File: config.mk
export PLATFORM = sky130hd
export DESIGN_NAME = ied_prep
export DESIGN_NICKNAME = d
export VERILOG_FILES = /design/src/ied_pkg.sv /design/src/ied_prep.sv
export SDC_FILE = /design/constraint.sdc
export NUM_CORES = 1
export LEC_CHECK = 0
export ABC_AREA = 0
export BUFFER_PORTS_ARGS = -buffer_cell sky130_fd_sc_hd__clkbuf_2
export CAP_MARGIN = 20
export CORE_MARGIN = 3
export CORE_UTILIZATION = 44
export DETAILED_ROUTE_END_ITERATION = 16
export PLACE_DENSITY = 0.65
export SYNTH_ARGS = -nofsm -noshare
export SYNTH_HDL_FRONTEND = slang
export SYNTH_SLANG_ARGS = --single-unit
File: constraint.sdc
create_clock -name clock -period 4.9 [get_ports clock]
set_input_delay 0.98 -clock clock [delete_from_list [all_inputs] [get_ports clock]]
set_output_delay 0.98 -clock clock [all_outputs]
set_load 0.01 [all_outputs]
File: src/ied_pkg.sv
// Shared types and constants for the isosurface edge interpolator.
// No dependencies.
package ied_pkg;

   localparam int DATA_W         = 32;
   localparam int FRAC_BITS_DEF  = 16;
   localparam int DIV_STEPS      = 32;
   localparam int AXES           = 3;

   // Per-item sideband that travels alongside the divider.
   typedef struct packed {
      logic [AXES-1:0][DATA_W-1:0] a;      // endpoint a
      logic [AXES-1:0][DATA_W-1:0] dmag;   // |b - a|
      logic [AXES-1:0]             dneg;   // b - a < 0
      logic                        neg;    // lambda negative
      logic                        degen;  // field values equal
      logic                        ovf;    // quotient >= 2^32
   } side_type;

endpackage

File: src/ied_prep.sv
// Front end: differences, magnitudes and divider seed in two stages.
// Depends on ied_pkg.
module ied_prep #(
   parameter int FRAC_BITS = ied_pkg::FRAC_BITS_DEF
) (
   input  logic                        clock,
   input  logic                        reset,
   input  logic                        en,
   input  logic                        in_valid,
   input  logic signed [31:0]          iso,
   input  logic signed [31:0]          a_x, a_y, a_z, field_a,
   input  logic signed [31:0]          b_x, b_y, b_z, field_b,
   output logic                        out_valid,
   output ied_pkg::side_type           out_side,
   output logic [31:0]                 out_rem,
   output logic [31:0]                 out_nlow,
   output logic [31:0]                 out_den
);
   localparam int SHIFT_W = ied_pkg::DATA_W - FRAC_BITS;

   logic              v1_ff, v2_ff;
   logic signed [32:0] num_ff, den_ff;
   logic signed [32:0] d_ff [3];
   logic [31:0]        a_ff [3];

   logic [31:0]        nmag, dnmag;
   logic [31:0]        dm [3];
   logic [31:0]        rem_in;
   ied_pkg::side_type  side_in;
   ied_pkg::side_type  side_ff;
   logic [31:0]        rem_ff, nlow_ff, den_ff2;

   always_ff @(posedge clock) begin
      if (reset) begin
         v1_ff <= 1'b0;
         v2_ff <= 1'b0;
      end else if (en) begin
         v1_ff <= in_valid;
         v2_ff <= v1_ff;
      end
   end

   always_ff @(posedge clock) begin
      if (en) begin
         num_ff  <= 33'($signed(iso)) - 33'($signed(field_a));
         den_ff  <= 33'($signed(field_b)) - 33'($signed(field_a));
         d_ff[0] <= 33'($signed(b_x)) - 33'($signed(a_x));
         d_ff[1] <= 33'($signed(b_y)) - 33'($signed(a_y));
         d_ff[2] <= 33'($signed(b_z)) - 33'($signed(a_z));
         a_ff[0] <= a_x;
         a_ff[1] <= a_y;
         a_ff[2] <= a_z;
      end
   end

   always_comb begin
      nmag  = num_ff[32] ? 32'(-num_ff) : num_ff[31:0];
      dnmag = den_ff[32] ? 32'(-den_ff) : den_ff[31:0];
      for (int k = 0; k < 3; k++) begin
         dm[k]             = d_ff[k][32] ? 32'(-d_ff[k]) : d_ff[k][31:0];
         side_in.a[k]      = a_ff[k];
         side_in.dmag[k]   = dm[k];
         side_in.dneg[k]   = d_ff[k][32];
      end
      rem_in        = nmag >> SHIFT_W;
      side_in.neg   = num_ff[32] ^ den_ff[32];
      side_in.degen = (den_ff == '0);
      side_in.ovf   = (rem_in >= dnmag);
   end

   always_ff @(posedge clock) begin
      if (en) begin
         side_ff <= side_in;
         rem_ff  <= rem_in;
         nlow_ff <= nmag << FRAC_BITS;
         den_ff2 <= dnmag;
      end
   end

   assign out_valid = v2_ff;
   assign out_side  = side_ff;
   assign out_rem   = rem_ff;
   assign out_nlow  = nlow_ff;
   assign out_den   = den_ff2;

endmodule

# After elaboration in Yosys (flattened, before gate mapping)
# Memory sizes are Yosys's and may differ from the RTL's. A register that Yosys moved wholly into a read port is not among the register bits.
# Index checks and enable logic that the tools add are counted.
[classes]
bitwise = 1
order_cmp = 1
n_mux = 7
mul = 0
n_eq_ne = 0
n_addsub = 10
div_mod_pow = 0
shift = 0
reduce_logical = 1
[op_table]
columns = ["cell", "count"]
rows = [
  ["$sub 32x32->33", 5],
  ["$mux 32", 5],
  ["$neg 32->32", 5],
  ["$logic_not 33->1", 1],
  ["$ge 16x32->1", 1],
  ["$mux 1", 2],
  ["$xor 1x1->1", 1],
]
[word_totals]
mem_count = 2
regBits = 234
ram_bits = 195
latch_bits = 0
input_bits = 292
romBits = 0
[memory_table]
columns = ["name", "words", "width", "read_ports", "rd_ports_with_merged_regs", "write_ports", "line_no", "rtl"]
rows = [
  ["d_ff", 3, 33, 3, 0, 3, "ied_prep.sv:23", "logic signed [32:0] d_ff [3];"],
  ["a_ff", 3, 32, 3, 3, 3, "ied_prep.sv:24", "logic [31:0] a_ff [3];"],
]

# Logic depth before layout (Yosys ltp)
[logic_depth]
depth_word = 3
depth_mapped = 23

# Least setup slack after synthesis
# Ideal clock, no wire load.
[synth_path]
path_kind = "reg2reg"
from = "reg num_ff[2]"
to = "reg side_ff (netlist bit out_side[0]), data pin"
t_arrival_ns = 3.866
path_stages_with_launch = 22
slack_ns = 0.775
path_buffers = 0
path_cell_list = "edfxtp_1 -> nor3_1 -> nand2_1 -> or3_1 -> inv_1 -> nand2_1 -> or4_1 -> or3_1 -> or3_1 -> o31ai_1 -> xnor2_1 -> ha_1 -> a21oi_1 -> nor2b_1 -> o21ai_0 -> nand2b_1 -> a21oi_1 -> nor2b_1 -> o21ai_0 -> nand2b_1 -> a21oi_1 -> a21oi_1"
[synth_lines]
columns = ["item", "line_no", "rtl"]
rows = [
  ["start: declaration", "ied_prep.sv:22", "logic signed [32:0] num_ff, den_ff;"],
  ["start signal: assignment", "ied_prep.sv:45", "num_ff <= 33'($signed(iso)) - 33'($signed(field_a));"],
  ["end signal: assignment", "ied_prep.sv:73", "side_ff <= side_in;"],
  ["end: declaration", "ied_prep.sv:30", "ied_pkg::side_type side_ff;"],
]

==> results.json <==
{
  "run_status": "finished, final reports clean",
  "place.gp.congestion": 0.947,
  "ys_top_cells_by_count": "edfxtp_1 (523), inv_1 (211), xnor2_1 (209)",
  "setup.worst_path.end_class": "register",
  "syn_to_final_growth_pct": 20.0,
  "wl_per_cell_um": 19.2,
  "max_freq_mhz": 223,
  "drcViolationCount": 0,
  "ios": 587,
  "synthDistinctLibCells": 74,
  "min_path_type": "register to register",
  "via_per_inst": 5.28,
  "start_kind": "register",
  "wl_um": 73000,
  "worst-path-max-fanout": 3,
  "setup_violations": 0,
  "syn_area_sq_um": 28000,
  "port_buffers": 554,
  "cts.sinks": 525,
  "dpl.hpwl_um": 58900,
  "clkTransAtPathRegs_ps": 60,
  "cts_made_buffers": 56,
  "vias": 20100,
  "antenna_left": 0,
  "fillerInstances": 5502,
  "worst-setup-path-type": "register to register",
  "avgSynthCellArea_sq_um": 12.0,
  "grt_max_degree": 97,
  "cap_violations": 0,
  "fp.dieH_um": 258,
  "ys_ff_latch": 525,
  "drive_gt1_share_pct": 23.0,
  "rows": 91,
  "grt_pass1_vias": 20200,
  "cts_tree": "built",
  "synth_top_area_cell": "edfxtp_1",
  "synthArstFlopShare_pct": 0,
  "powerDensity_nw_per_um2": 383,
  "fin_skew_ps": 22.7,
  "slew_headroom_pct": 31.3,
  "clock_path_buffers": 3,
  "grt_pass1_wl_um": 112000,
  "post-route-min-period_ps": 4490,
  "synth_edf_count": 523,
  "clk_latency_ps": 600,
  "hold_viol_final": 0,
  "die_x_um": 258,
  "drt_iter0_drc": 1289,
  "synth.area.top_cells": "edfxtp_1 (56%), ha_1 (8.1%), xnor2_1 (6.5%)",
  "core_sq_um": 62400,
  "cts_hold_buffers": 0,
  "synth-main-ff-cell": "edfxtp_1",
  "first_pass_iters": 7,
  "dieArea_sq_um": 66700,
  "rsz0062_at_grt": "false",
  "arrival_ps": 4810,
  "layoutNonFillerInstCount": 3812,
  "ys_warn_count": 0,
  "seq_area_frac_synth_pct": 56.2,
  "ctsResizeCount": 0,
  "root_buffer": "clkbuf_16",
  "placedCellCount": 3703,
  "fin_area_sq_um": 33600,
  "fin_ws_ps": 409,
  "fin_crit_sh_pct": 91.7,
  "grt_usage_pct": 21.3,
  "drv_slew": 0,
  "initial_utilization_pct": 44.9,
  "grt_overflow_total": 0,
  "leakage_uw": 0.0143,
  "pre_cts_slack_ps": 339,
  "required_ps": 5220,
  "dpl_cell_area_sq_um": 31800,
  "synth.most_common_cell": "edfxtp_1",
  "worst_pin_slew_ps": 1030,
  "yosys.area.top_type_share_pct": 56.1,
  "netlist_instances": 2327,
  "nets": 3402,
  "htree_levels": 2,
  "ir_drop_mv": 0.263,
  "antenna_found_initial": 10,
  "tns_ps": 0,
  "post-cts-setup-buffer-count": 0,
  "final_core_util_pct": 53.9
}
==> registers in the layout, indices dropped and copies added, names as in the netlist <==
name and count:
a_ff 96, d_ff 99, den_ff 33, num_ff 33
out_den 32, out_nlow 16, out_rem 16, out_side 198
out_valid 1, v1_ff 1
==> power by group <==
part | switching, uW | internal, uW
clock network | 1730 | 2410
registers | 385 | 5750
logic | 1480 | 1120
total | 3590 | 9280
==> cell families after synthesis <==
group                      count (synthesis)  synth area share [%]
AOI/OAI and AO/OA                        557                  12.9
xor gates and xnor gates                 278                  8.69
adders and majority gates                186                  8.44
buffers and inverters                    274                  4.11
DFF                                      525                  56.2
muxes                                      4                 0.143
other                                      1                0.0134
and+or+nand+nor                          502                  9.51
==> cell type report <==
cell class | count | area, sq um | share of cell area [%]
clock inverters | 40 | 383 | 1.14
inverters | 211 | 792 | 2.36
flip-flops and latches | 525 | 15700 | 46.8
diodes | 7 | 17.5 | 0.0521
repair buffers | 571 | 2960 | 8.81
well taps | 837 | 1050 | 3.12
multi-input cells | 1559 | 11200 | 33.4
clock buffers | 62 | 1420 | 4.24
==> routing by layer <==
| layer | track usage (%) | wire (um) | vias to the layer above |
|---|---|---|---|
| met4 | 7.41 | 2510 | 6 |
| li1 | - | - | 9737 |
| met3 | 4.70 | 5200 | 147 |
| met5 | 0 | 40 | - |
| met1 | 25.4 | 28800 | 9585 |
| met2 | 38.0 | 36500 | 653 |
==> critical path, stage by stage (launching register included) <==
cell	delay, ps
edfxtp_1	430
nor3_2	200
nand2_1	90
or3_1	360
inv_1	70
nand2_1	80
or4_1	460
or3_1	380
or3_1	400
o31ai_2	210
xnor2_1	180
ha_1	280
a21oi_1	160
nor2b_1	60
o21ai_0	140
nand2b_1	70
a21oi_1	150
nor2b_1	60
o21ai_0	160
nand2b_1	80
a21oi_1	140
a21oi_1	70
==> placed cells by master (no fill, tap or decap), drive strengths merged, types with 7 or more instances in the layout <==
cell     count
ha         181
a2111oi      9
conb        32
or2          8
o31ai       40
diode        7
a211oi      12
clkbuf     615
xor2        69
nand4       21
edfxtp     523
nor4         9
xnor2      209
o21bai      18
a21boi       7
or3         28
o21a        33
a21o        80
o41ai       24
a21oi      132
buf         18
nor3        30
nor2        89
o21ai      140
nand2      125
nand3       29
and3        18
inv        213
clkinv      26
a31oi       11
or4         44
nand2b      49
nor2b       33
==> per-stage QoR <==
step,hold WS [ps],power [uW]
finish,410,12900
CTS,417,13000
global placement,401,8760
floorplan,400,7750
detailed placement,405,8820
global route,418,13500
==> final timing paths <==
path | startpoint | endpoint | slack (ps) | cells past startpoint
setup / recovery | num_ff[2]$_DFFE_PP_ | out_side[0]$_DFFE_PP_ | 410 | 21
hold / removal | a_ff[0][92]$_DFFE_PP_ | out_side[194]$_DFFE_PP_ | 410 | 0
setup reg to reg | num_ff[2]$_DFFE_PP_ | out_side[0]$_DFFE_PP_ | 410 | 21
hold reg to reg | a_ff[0][92]$_DFFE_PP_ | out_side[194]$_DFFE_PP_ | 410 | 0
(Power assumes the default switching activity.)
