--- src/ied_pkg.sv ---
// Shared types and constants for the isosurface edge interpolator.
// No dependencies.
package ied_pkg;

   localparam int DATA_W         = 32;
   localparam int FRAC_BITS_DEF  = 16;
   localparam int DIV_STEPS      = 32;
   localparam int AXES           = 3;

   // Per-item sideband that travels alongside the divider.
   typedef struct packed {
      logic [AXES-1:0][DATA_W-1:0] a;      // endpoint a
      logic [AXES-1:0][DATA_W-1:0] dmag;   // |b - a|
      logic [AXES-1:0]             dneg;   // b - a < 0
      logic                        neg;    // lambda negative
      logic                        degen;  // field values equal
      logic                        ovf;    // quotient >= 2^32
   } side_type;

endpackage

--- src/ied_div_step.sv ---
// One restoring-division stage: produces one quotient bit.
// Depends on ied_pkg.
module ied_div_step (
   input  logic              clock,
   input  logic              reset,
   input  logic              en,
   input  logic              in_valid,
   input  ied_pkg::side_type in_side,
   input  logic [31:0]       in_rem,
   input  logic [31:0]       in_nlow,
   input  logic [31:0]       in_den,
   input  logic [31:0]       in_quot,
   output logic              out_valid,
   output ied_pkg::side_type out_side,
   output logic [31:0]       out_rem,
   output logic [31:0]       out_nlow,
   output logic [31:0]       out_den,
   output logic [31:0]       out_quot
);
   logic              valid_ff;
   ied_pkg::side_type side_ff;
   logic [31:0]       rem_ff, nlow_ff, den_ff, quot_ff;
   logic [32:0]       trial;
   logic [32:0]       diff;
   logic              take;

   always_comb begin
      trial = {in_rem, in_nlow[31]};
      diff  = trial - {1'b0, in_den};
      take  = !diff[32];
   end

   always_ff @(posedge clock) begin
      if (reset) valid_ff <= 1'b0;
      else if (en) valid_ff <= in_valid;
   end

   always_ff @(posedge clock) begin
      if (en) begin
         side_ff <= in_side;
         rem_ff  <= take ? diff[31:0] : trial[31:0];
         nlow_ff <= {in_nlow[30:0], 1'b0};
         den_ff  <= in_den;
         quot_ff <= {in_quot[30:0], take};
      end
   end

   assign out_valid = valid_ff;
   assign out_side  = side_ff;
   assign out_rem   = rem_ff;
   assign out_nlow  = nlow_ff;
   assign out_den   = den_ff;
   assign out_quot  = quot_ff;

endmodule

--- config.mk ---
export PLATFORM = sky130hd
export DESIGN_NAME = ied_div_step
export DESIGN_NICKNAME = d
export VERILOG_FILES = /design/src/ied_pkg.sv /design/src/ied_div_step.sv
export SDC_FILE = /design/constraint.sdc
export NUM_CORES = 1
export LEC_CHECK = 0
export BUFFER_PORTS_ARGS = -buffer_cell sky130_fd_sc_hd__buf_2
export CAP_MARGIN = 5
export CORE_AREA = 2 2 253 255
export DETAILED_ROUTE_END_ITERATION = 12
export DIE_AREA = 0 0 255 257
export GPL_TIMING_DRIVEN = 0
export SLEW_MARGIN = 20
export SYNTH_ARGS = -nofsm -noshare
export SYNTH_HDL_FRONTEND = slang
export SYNTH_SLANG_ARGS = --single-unit
--- constraint.sdc ---
create_clock -name clock -period 3.8 [get_ports clock]
set_input_delay 0.76 -clock clock [delete_from_list [all_inputs] [get_ports clock]]
set_output_delay 0.76 -clock clock [all_outputs]
set_load 0.05 [all_outputs]
Word level (Yosys, flattened, before mapping). Index checks and enable logic that the tools add are counted.

$add $sub $neg: 1. Reductions and logical operators: 1. Mux-type cells: 1.

Operator list (count): $sub A33 B32 Y33 (1); $mux W32 (1); $logic_not A1 Y1 (1).

Word-level logic and storage cells: 18. Bits of input ports: 330. Output and inout bits: 327. Flip-flop bits (word level): 326.

Logic depth before layout (Yosys ltp). Gate-level depths: netlist (run 1).

Depth in word-level cells: 2. Mapped depth: 12. Mapped depth without buffers: 11.

Worst setup path before layout (run 1). OpenSTA, ideal clock, no wires.

Path kind: in2reg. Start point: input port in_nlow[31]. End point: register rem_ff[10], in the netlist out_rem[10] (data pin). Arrival: 3.034 ns. Slack: 0.506 ns. Buffers on the path: 1. Data required time: 3.540 ns. Cell stages on the path: 12. Setup time: 0.260 ns. Cells stage by stage: inv_1 > ha_1 > fa_1 > nand2b_1 > a21oi_1 > o211ai_1 > a21oi_1 > o31a_2 > mux2i_1 > nor2_2 > buf_6 > mux2_4.

Cells in the longest elaborated chain, start to end: 2.

Ends and longest elaborated chain: start, declared (RTL line ied_div_step.sv:10) `input logic [31:0] in_nlow,`; $sub A33 B32 Y33 (RTL line ied_div_step.sv:29) `diff = trial - {1'b0, in_den};`; $mux W32 (RTL line ied_div_step.sv:41) `rem_ff <= take ? diff[31:0] : trial[31:0];`; end signal, assigned (RTL line ied_div_step.sv:41); end, declared (RTL line ied_div_step.sv:22) `logic [31:0] rem_ff, nlow_ff, den_ff, quot_ff;`.

No other way between the ends. A chain may end at the register's enable or synchronous reset.

Worst setup path in the final report (run 1).
Start point: input port in_nlow[31]. End point: register rem_ff[12], in the netlist out_rem[12] (data pin).

Same word-level chain as after synthesis.

==> impl_metrics.toml, run 1 <==
[run_status]
status = "finished, final reports clean"

[critical_path]
critPathRequiredTime_ns = 4.08
critPathKind = "in -> reg"
cpMostUsedCell = "a21oi_1"
crit_slowest_cell = "fa_1"
crit_chain = "buf_2, inv_1, ha_1, fa_1, nand2b_1, a21oi_1, o211ai_1, a21oi_1, o31a_2, mux2i_1, nor2_4, buf_6, mux2_4"
worstSetupEndpointType = "flip-flop"
startpoint_type = "input port"
crit_family = "compound AO/OA/AOI/OAI gates"
slowest_delay_ns = 0.41
startpoint = "in_nlow[31]"
path_buf_inv = 3
crit_arrival_ns = 3.81
rr_startpoint = "out_valid"
crit_fanout = 10

[route]
drt_iter0_markers = 628
top_layer_used = "met5"
wl_met1_um = 18100
viasPerCell = 3.929
routed_wl_um = 51290
ant_nets = 0
wl_met3_um = 7037
firstDrtPassIters = 6
drc_errors = 0
routedWlPerCell_um = 22.72
met2_wirelength_um = 24020
vias = 8872

[finish]
finish.net_count = 1737
multi_input_area_mm2 = 0.002300
regArea_mm2 = 0.009779
final_common_cell = "buf_2"
final_cell_mix = "buf_2 (655), edfxtp_1 (325), clkbuf_16 (42)"
final_area_mm2 = 0.01810
area_delta_synth_final_pct = 47.28
fill_cells = 6451
layout-drive-gt1-share_pct = 54.38

[clocking]
clkSinkCount = 326
post_cts_buffers = 0
root_buffer = "clkbuf_16"
clock_latency_ns = 0.54
cts_tree = "yes"
clk_pin_slew_ns = 0.05
cts_resized = 0
numCtsBuffers = 41
hold_buffers = 0
htreeDepth = 2
clockBufferDepth = 3

[sta]
tightest_slew_ns = 0.6495
finClkSkew_ns = 0
hold_violations = 0
period_minus_slack_ns = 3.530
fin_ws_ns = 0.2702
setup_violations = 0
slew_violations = 0
fin_crit_sh_pct = 92.89
rsz0062_at_grt = "no"
tns_ns = 0
slew_headroom_pct = 56.25
fmax_mhz = 283.3

[power_and_ir_drop]
ir_worst_vdd_v = 0.0003137
total_power_mw = 10.66
power_leakage_nw = 7.798
p_per_area_mw_per_mm2 = 588.8

[grt]
grt_max_degree = 111
grt_usage_pct = 14.78
grt_pass1_vias = 9158
grt_antenna_before_repair = 40
grt_pass1_wl_um = 67910
grt_remaining_overflow = 0

[place]
dp.final_hpwl_um = 41570
portBuffers = 654
post_dp_cell_area_mm2 = 0.01672
gp_congestion = 0.8549
pre_cts_slack_ns = -0.5273

[logic_synthesis]
ys_seq_area_share_pct = 79.56
synth_async_sr_flop_share_pct = 0
syn_avg_cell_area_um2 = 18.24
synth_cells = 674
synthFlopType = "edfxtp_1"
synth_fp_nets = 1037
ys_types = 52
yosysWarnings = 0
synth_edf_count = 325
syn_area_mm2 = 0.01229
ys_seq_elements = 326

[floorplanning]
die_h_um = 257
start_util_pct = 19.59
coreArea_mm2 = 0.06274
top_level_ports = 657
dieArea_mm2 = 0.06554
row_count = 92
die_w_um = 255

[hold_path]
hp-start = "reset"
hp-class = "in -> reg"

[run]
cap_violations = 0
-- worst register-to-register path, stage by stage, from the launching register on --
cell	delay, ns
dfxtp_1	0.31
mux2i_1	0.14
nor2_1	0.05
-- cells in the mapped netlist (5+ instances only) --
library cell | number | area (um^2)
nor2_1 | 19 | 71.32
o21a_1 | 5 | 37.54
nand2_1 | 27 | 101.4
a21o_1 | 18 | 135.1
edfxtp_1 | 325 | 9759
a21oi_1 | 38 | 190.2
nand4_1 | 6 | 37.54
nand3_1 | 10 | 50.05
nor2b_1 | 5 | 31.28
clkbuf_1 | 5 | 18.77
xnor2_1 | 13 | 113.9
mux2i_1 | 6 | 60.06
o21bai_1 | 5 | 37.54
ha_1 | 32 | 400.4
xor2_1 | 10 | 87.58
nand2b_1 | 8 | 50.05
mux2_4 | 25 | 375.4
inv_1 | 38 | 142.6
o211ai_1 | 6 | 45.04
o21ai_0 | 17 | 85.08
-- report_power, final --
| part | total [mW] | internal (mW) | switching (mW) |
|---|---|---|---|
| registers | 4.40 | 4.32 | 0.0795 |
| clock network | 3.95 | 2.38 | 1.58 |
| logic | 2.31 | 0.577 | 1.73 |
| total | 10.7 | 7.27 | 3.39 |
-- registers in the layout, indices dropped and copies added (netlist names) --
| signal | flops |
|---|---|
| out_rem | 32 |
| out_nlow | 31 |
| out_den | 32 |
| out_quot | 32 |
| out_side | 198 |
| out_valid | 1 |
-- logic make-up after synthesis --
family	synth area share (%)
AOI/OAI and AO/OA	5.568
buffers and inverters	1.771
muxes	3.817
and+or+nand+nor	4.194
DFF	79.56
other	0.03051
xor gates and xnor gates	1.639
adders and majority gates	3.420
-- through the flow --
stage | hold slack [ns] | util (%) | instances
3_5_place_dp | 0.4866 | 26.65 | 2177
5_1_grt | 0.3442 | 28.84 | 2253
6_report | 0.3730 | 28.86 | 2258
2_1_floorplan | 0.7326 | - | 674
3_3_place_gp | 0.4926 | 26.50 | 2174
4_1_cts | 0.3211 | 28.81 | 2249
-- final cells by class --
type	count	share of cell area [%]
Buffer	12	0.4147
Timing Repair Buffer	657	18.59
Clock buffer	46	5.888
Clock inverter	26	1.624
Inverter	38	0.7879
Antenna cell	9	0.1244
Sequential cell	326	54.02
Tap cell	846	5.847
Multi-Input combinational cell	298	12.70
-- path summary, 6_finish.rpt --
path	end	cells after the start	slack, ns
worst min-delay path	out_valid	2	0.37
worst min register to register	out_valid	2	0.50
worst max register to register	out_valid	2	3.20
worst max-delay path	out_rem[12]	13	0.27
-- layer usage --
metal | track usage (%) | vias up
met5 | 0 | -
met4 | 5.539 | 40
met3 | 8.740 | 117
met2 | 24.29 | 445
met1 | 15.45 | 4259
li1 | - | 4011
Power figures use the tool's default switching activity.
==> run 2, diff against run 1 <==
--- a/config.mk
+++ b/config.mk
@@ -11,7 +11,7 @@
 export DETAILED_ROUTE_END_ITERATION = 12
 export DIE_AREA = 0 0 255 257
 export GPL_TIMING_DRIVEN = 0
-export SLEW_MARGIN = 20
+export PLACE_DENSITY = 0.39
 export SYNTH_ARGS = -nofsm -noshare
 export SYNTH_HDL_FRONTEND = slang
 export SYNTH_SLANG_ARGS = --single-unit
==> impl_metrics.toml, run 2 (synthesis results as in run 1) <==
[run_status]
status = "finished, final reports clean"

[finish]
area_delta_synth_final_pct = 46.51
layout-drive-gt1-share_pct = 53.92
fin_util_pct = 28.71
finish.net_count = 1736
final_cell_mix = "buf_2 (655), edfxtp_1 (325), clkbuf_16 (41)"
largest_reg_flops = 198
final_common_cell = "buf_2"
final_cells = 2261

[critical_path]
worstSetupEndpointType = "flip-flop"
crit_slowest_cell = "fa_1"
crit_fanout = 10
crit_arrival_ns = 3.84
startpoint_type = "input port"
critPathRequiredTime_ns = 4.09
crit_family = "compound AO/OA/AOI/OAI gates"
slowest_delay_ns = 0.42
path_buf_inv = 3
crit_chain = "buf_2, inv_1, ha_1, fa_1, nand2b_1, a21oi_1, o211ai_1, a21oi_1, o31a_2, mux2i_1, nor2_4, buf_6, mux2_4"
critPathKind = "in -> reg"
cpMostUsedCell = "a21oi_1"

[sta]
rsz0062_at_grt = "no"
fmax_mhz = 282.2
slew_headroom_pct = 42.50
fin_crit_sh_pct = 93.26
timing.hold.ws_ns = 0.3640
period_minus_slack_ns = 3.544
finClkSkew_ns = 0
hold_violations = 0
slew_violations = 0
tightest_slew_ns = 0.8625
setup_violations = 0
tns_ns = 0

[power_and_ir_drop]
power_frac_seq_pct = 42.2
combPwrFrac_pct = 21.9
p_int_mw = 7.044
p_per_area_mw_per_mm2 = 578.5
p_clk_share_pct = 35.9
swShare_pct = 32.38
ir_worst_vdd_v = 0.0002489
power_leakage_nw = 7.754
switchingPower_mw = 3.374

[route]
firstDrtPassIters = 4
routed_wl_um = 50290
drt_iter0_markers = 478
ant_nets = 0
drc_errors = 0
vias = 8757
viasPerCell = 3.873
routedWlPerCell_um = 22.24

[place]
dp_cells = 2176
dp.final_hpwl_um = 40690
portBuffers = 654
gp_congestion = 0.8533

[run]
cap_violations = 0

[grt]
grt_pass1_wl_um = 66710
grt_antenna_before_repair = 24
grt_usage_pct = 14.48
grt_max_degree = 124
grt_pass1_vias = 8876
grt_remaining_overflow = 0

[floorplanning]
dieArea_mm2 = 0.06554
start_util_pct = 19.59
die_h_um = 257
die_w_um = 255
top_level_ports = 657
coreArea_mm2 = 0.06274
row_count = 92

[hold_path]
hp-class = "in -> reg"

[clocking]
root_buffer = "clkbuf_16"
post_cts_buffers = 0
clkSinkCount = 326
clockBufferDepth = 3
cts_tree = "yes"
numCtsBuffers = 41
clk_pin_slew_ns = 0.06
htreeDepth = 2
clock_latency_ns = 0.55
run 2: power groups by stage:
stage,sequential [mW],clock [mW],combinational (mW)
final,4.40,3.74,2.28
after floorplan,5.58,0,0.421
after CTS,4.40,3.90,2.32
after global routing,4.43,4.04,2.40
after detailed placement,4.47,0,2.31
after global placement,4.51,0,2.31
run 2: stage by stage:
stage | power [mW] | area, um^2 | setup WS [ns]
after CTS | 10.62 | 17980 | 0.1894
after global routing | 10.87 | 17980 | 0.06882
after detailed placement | 6.781 | 16690 | -0.5723
after global placement | 6.813 | 16620 | -3.125
final | 10.42 | 18010 | 0.2563
after floorplan | 6.000 | 12290 | 0.5059
run 2: metal layers:
layer  vias to the layer above  part of all wire [%]  global-route usage, %
li1                       4013                     -                      -
met1                      4254                    34                  13.95
met2                       361                    53                  27.10
met3                       103                    10                  6.352
met4                        26                   3.2                  4.841
met5                         -                  0.35                      0
run 2: path summary, 6_finish.rpt:
check | depth (start not counted) | end | slack [ns] | start
worst min register to register | 2 | out_valid | 0.53 | out_valid
worst max register to register | 2 | out_valid | 3.19 | out_valid
worst max-delay path | 13 | out_rem[29] | 0.26 | in_nlow[31]
worst min-delay path | 1 | out_side[117] | 0.36 | in_side[117]
run 2: cell type report:
class / instances / area (um^2)
clock buffers: 49 / 1056
flip-flops and latches: 326 / 9779
well taps: 846 / 1059
multi-input cells: 298 / 2300
inverters: 38 / 142.6
plain buffers: 12 / 75.07
clock inverters: 25 / 231.5
fillers: 6552 / 44730
diodes: 11 / 27.53
repair buffers: 656 / 3338
run 2: worst register-to-register path: cells and delay by family (launching register included):
family / cells / cell delay (ns)
mux: 1 / 0.14
simple gates: 1 / 0.06
flops: 1 / 0.31
run 2: timing repair:
item / in CTS / in global routing
resized for setup: 1 / 0
endpoints found under the setup margin: 3 / 0
hold buffers: 0 / 0
==> run 3, diff against run 2 <==
==> constraint.sdc (replaced) <==
create_clock -name clock -period 3.8 [get_ports clock]
set_input_delay 0.57 -clock clock [delete_from_list [all_inputs] [get_ports clock]]
set_output_delay 0.57 -clock clock [all_outputs]
set_load 0.05 [all_outputs]
==> impl_metrics.toml, run 3 (synthesis results as in run 1) <==
[power_and_ir_drop]
total_power_mw = 10.42
ir_worst_vdd_v = 0.0002489
power_leakage_nw = 7.753
p_clk_share_pct = 35.9
switchingPower_mw = 3.372
swShare_pct = 32.38
p_per_area_mw_per_mm2 = 578.6
p_int_mw = 7.044
combPwrFrac_pct = 21.9
power_frac_seq_pct = 42.2

[route]
drt_iter0_markers = 459
routed_wl_um = 50270
ant_nets = 0
routedWlPerCell_um = 22.24
viasPerCell = 3.872
vias = 8750
firstDrtPassIters = 6
drc_errors = 0

[critical_path]
critPathRequiredTime_ns = 4.09
crit_family = "compound AO/OA/AOI/OAI gates"
path_buf_inv = 3
crit_chain = "buf_2, inv_1, ha_1, fa_1, nand2b_1, a21oi_1, o211ai_1, a21oi_1, o31a_2, mux2i_1, nor2_2, buf_6, mux2_4"
crit_arrival_ns = 3.85
critPathKind = "in -> reg"
crit_slowest_cell = "nor2_2"
cpMostUsedCell = "a21oi_1"
startpoint_type = "input port"
crit_fanout = 10
worstSetupEndpointType = "flip-flop"
slowest_delay_ns = 0.53

[sta]
rsz0062_at_grt = "no"
setup_violations = 0
finClkSkew_ns = 0
fmax_mhz = 281.3
period_minus_slack_ns = 3.555
tightest_slew_ns = 0.8646
tns_ns = 0
hold_violations = 0
fin_crit_sh_pct = 93.55
slew_headroom_pct = 42.36
slew_violations = 0

[floorplanning]
start_util_pct = 19.59
die_w_um = 255
dieArea_mm2 = 0.06554
die_h_um = 257
row_count = 92
coreArea_mm2 = 0.06274
top_level_ports = 657

[clocking]
clock_latency_ns = 0.55
htreeDepth = 2
cts_resized = 0
clockBufferDepth = 3
clk_pin_slew_ns = 0.06
cts_tree = "yes"
root_buffer = "clkbuf_16"
post_cts_buffers = 0
clkSinkCount = 326
numCtsBuffers = 41
hold_buffers = 0

[grt]
grt_remaining_overflow = 0
grt_pass1_vias = 8884
grt_max_degree = 124
grt_usage_pct = 14.48
grt_antenna_before_repair = 24
grt_pass1_wl_um = 66710

[finish]
regArea_mm2 = 0.009779
final_area_mm2 = 0.01800
final_cell_mix = "buf_2 (655), edfxtp_1 (325), clkbuf_16 (41)"
fill_cells = 6553
final_cells = 2260
final_common_cell = "buf_2"
multi_input_area_mm2 = 0.002295
finish.net_count = 1736
largest_reg_flops = 198
layout-drive-gt1-share_pct = 53.92
area_delta_synth_final_pct = 46.45

[hold_path]
hp-class = "in -> reg"

[run]
cap_violations = 0

[place]
post_dp_cell_area_mm2 = 0.01669
dp_cells = 2176
portBuffers = 654
gp_congestion = 0.8533
dp.final_hpwl_um = 40690

[run_status]
status = "finished, final reports clean"
==> run 3: changes by cell type in the layout (fill, tap and decap cells not counted) <==
cell     change
nor2_4       -1
nor2_2       +1
diode_2      -1
==> run 3: area by class of cell <==
| cell class | instances | share of cell area (%) |
|---|---|---|
| Multi-Input combinational cell | 298 | 12.75 |
| Buffer | 12 | 0.4170 |
| Clock inverter | 25 | 1.286 |
| Sequential cell | 326 | 54.33 |
| Antenna cell | 10 | 0.1390 |
| Clock buffer | 49 | 5.866 |
| Tap cell | 846 | 5.880 |
| Timing Repair Buffer | 656 | 18.54 |
| Inverter | 38 | 0.7924 |
==> run 3: path summary, 6_finish.rpt <==
| path | start | endpoint | slack [ns] | depth (start not counted) |
|---|---|---|---|---|
| worst max-delay path | in_nlow[31] | out_rem[29] | 0.25 | 13 |
| worst min-delay path | in_side[117] | out_side[117] | 0.17 | 1 |
| worst max register to register | out_valid | out_valid | 3.19 | 2 |
| worst min register to register | out_valid | out_valid | 0.52 | 2 |
==> run 3: metal layers <==
metal  up-vias  wire length, um  share of wire [%]  global-route usage [%]
li1       4013                -                  -                       -
met1      4252            16850                 34                   13.94
met2       357            26470                 53                   27.11
met3       102             5167                 10                   6.352
met4        26             1612                3.2                   4.841
met5         -              174               0.35                       0
==> run 3: power groups by stage <==
stage	Sequential (mW)	Combinational [mW]	Clock (mW)
2_1_floorplan	5.58	0.421	0
3_3_place_gp	4.51	2.31	0
3_5_place_dp	4.47	2.31	0
4_1_cts	4.40	2.32	3.90
5_1_grt	4.43	2.39	4.04
6_report	4.40	2.28	3.74
==> run 3: stage by stage <==
stage	setup WS, ns	utilization (%)	hold slack [ns]
floorplan	0.6959	-	0.6424
global route	0.06548	28.66	0.1339
finish	0.2452	28.69	0.1731
global placement	-2.935	26.50	0.4791
CTS	0.1839	28.65	0.1224
detailed placement	-0.3823	26.60	0.4931
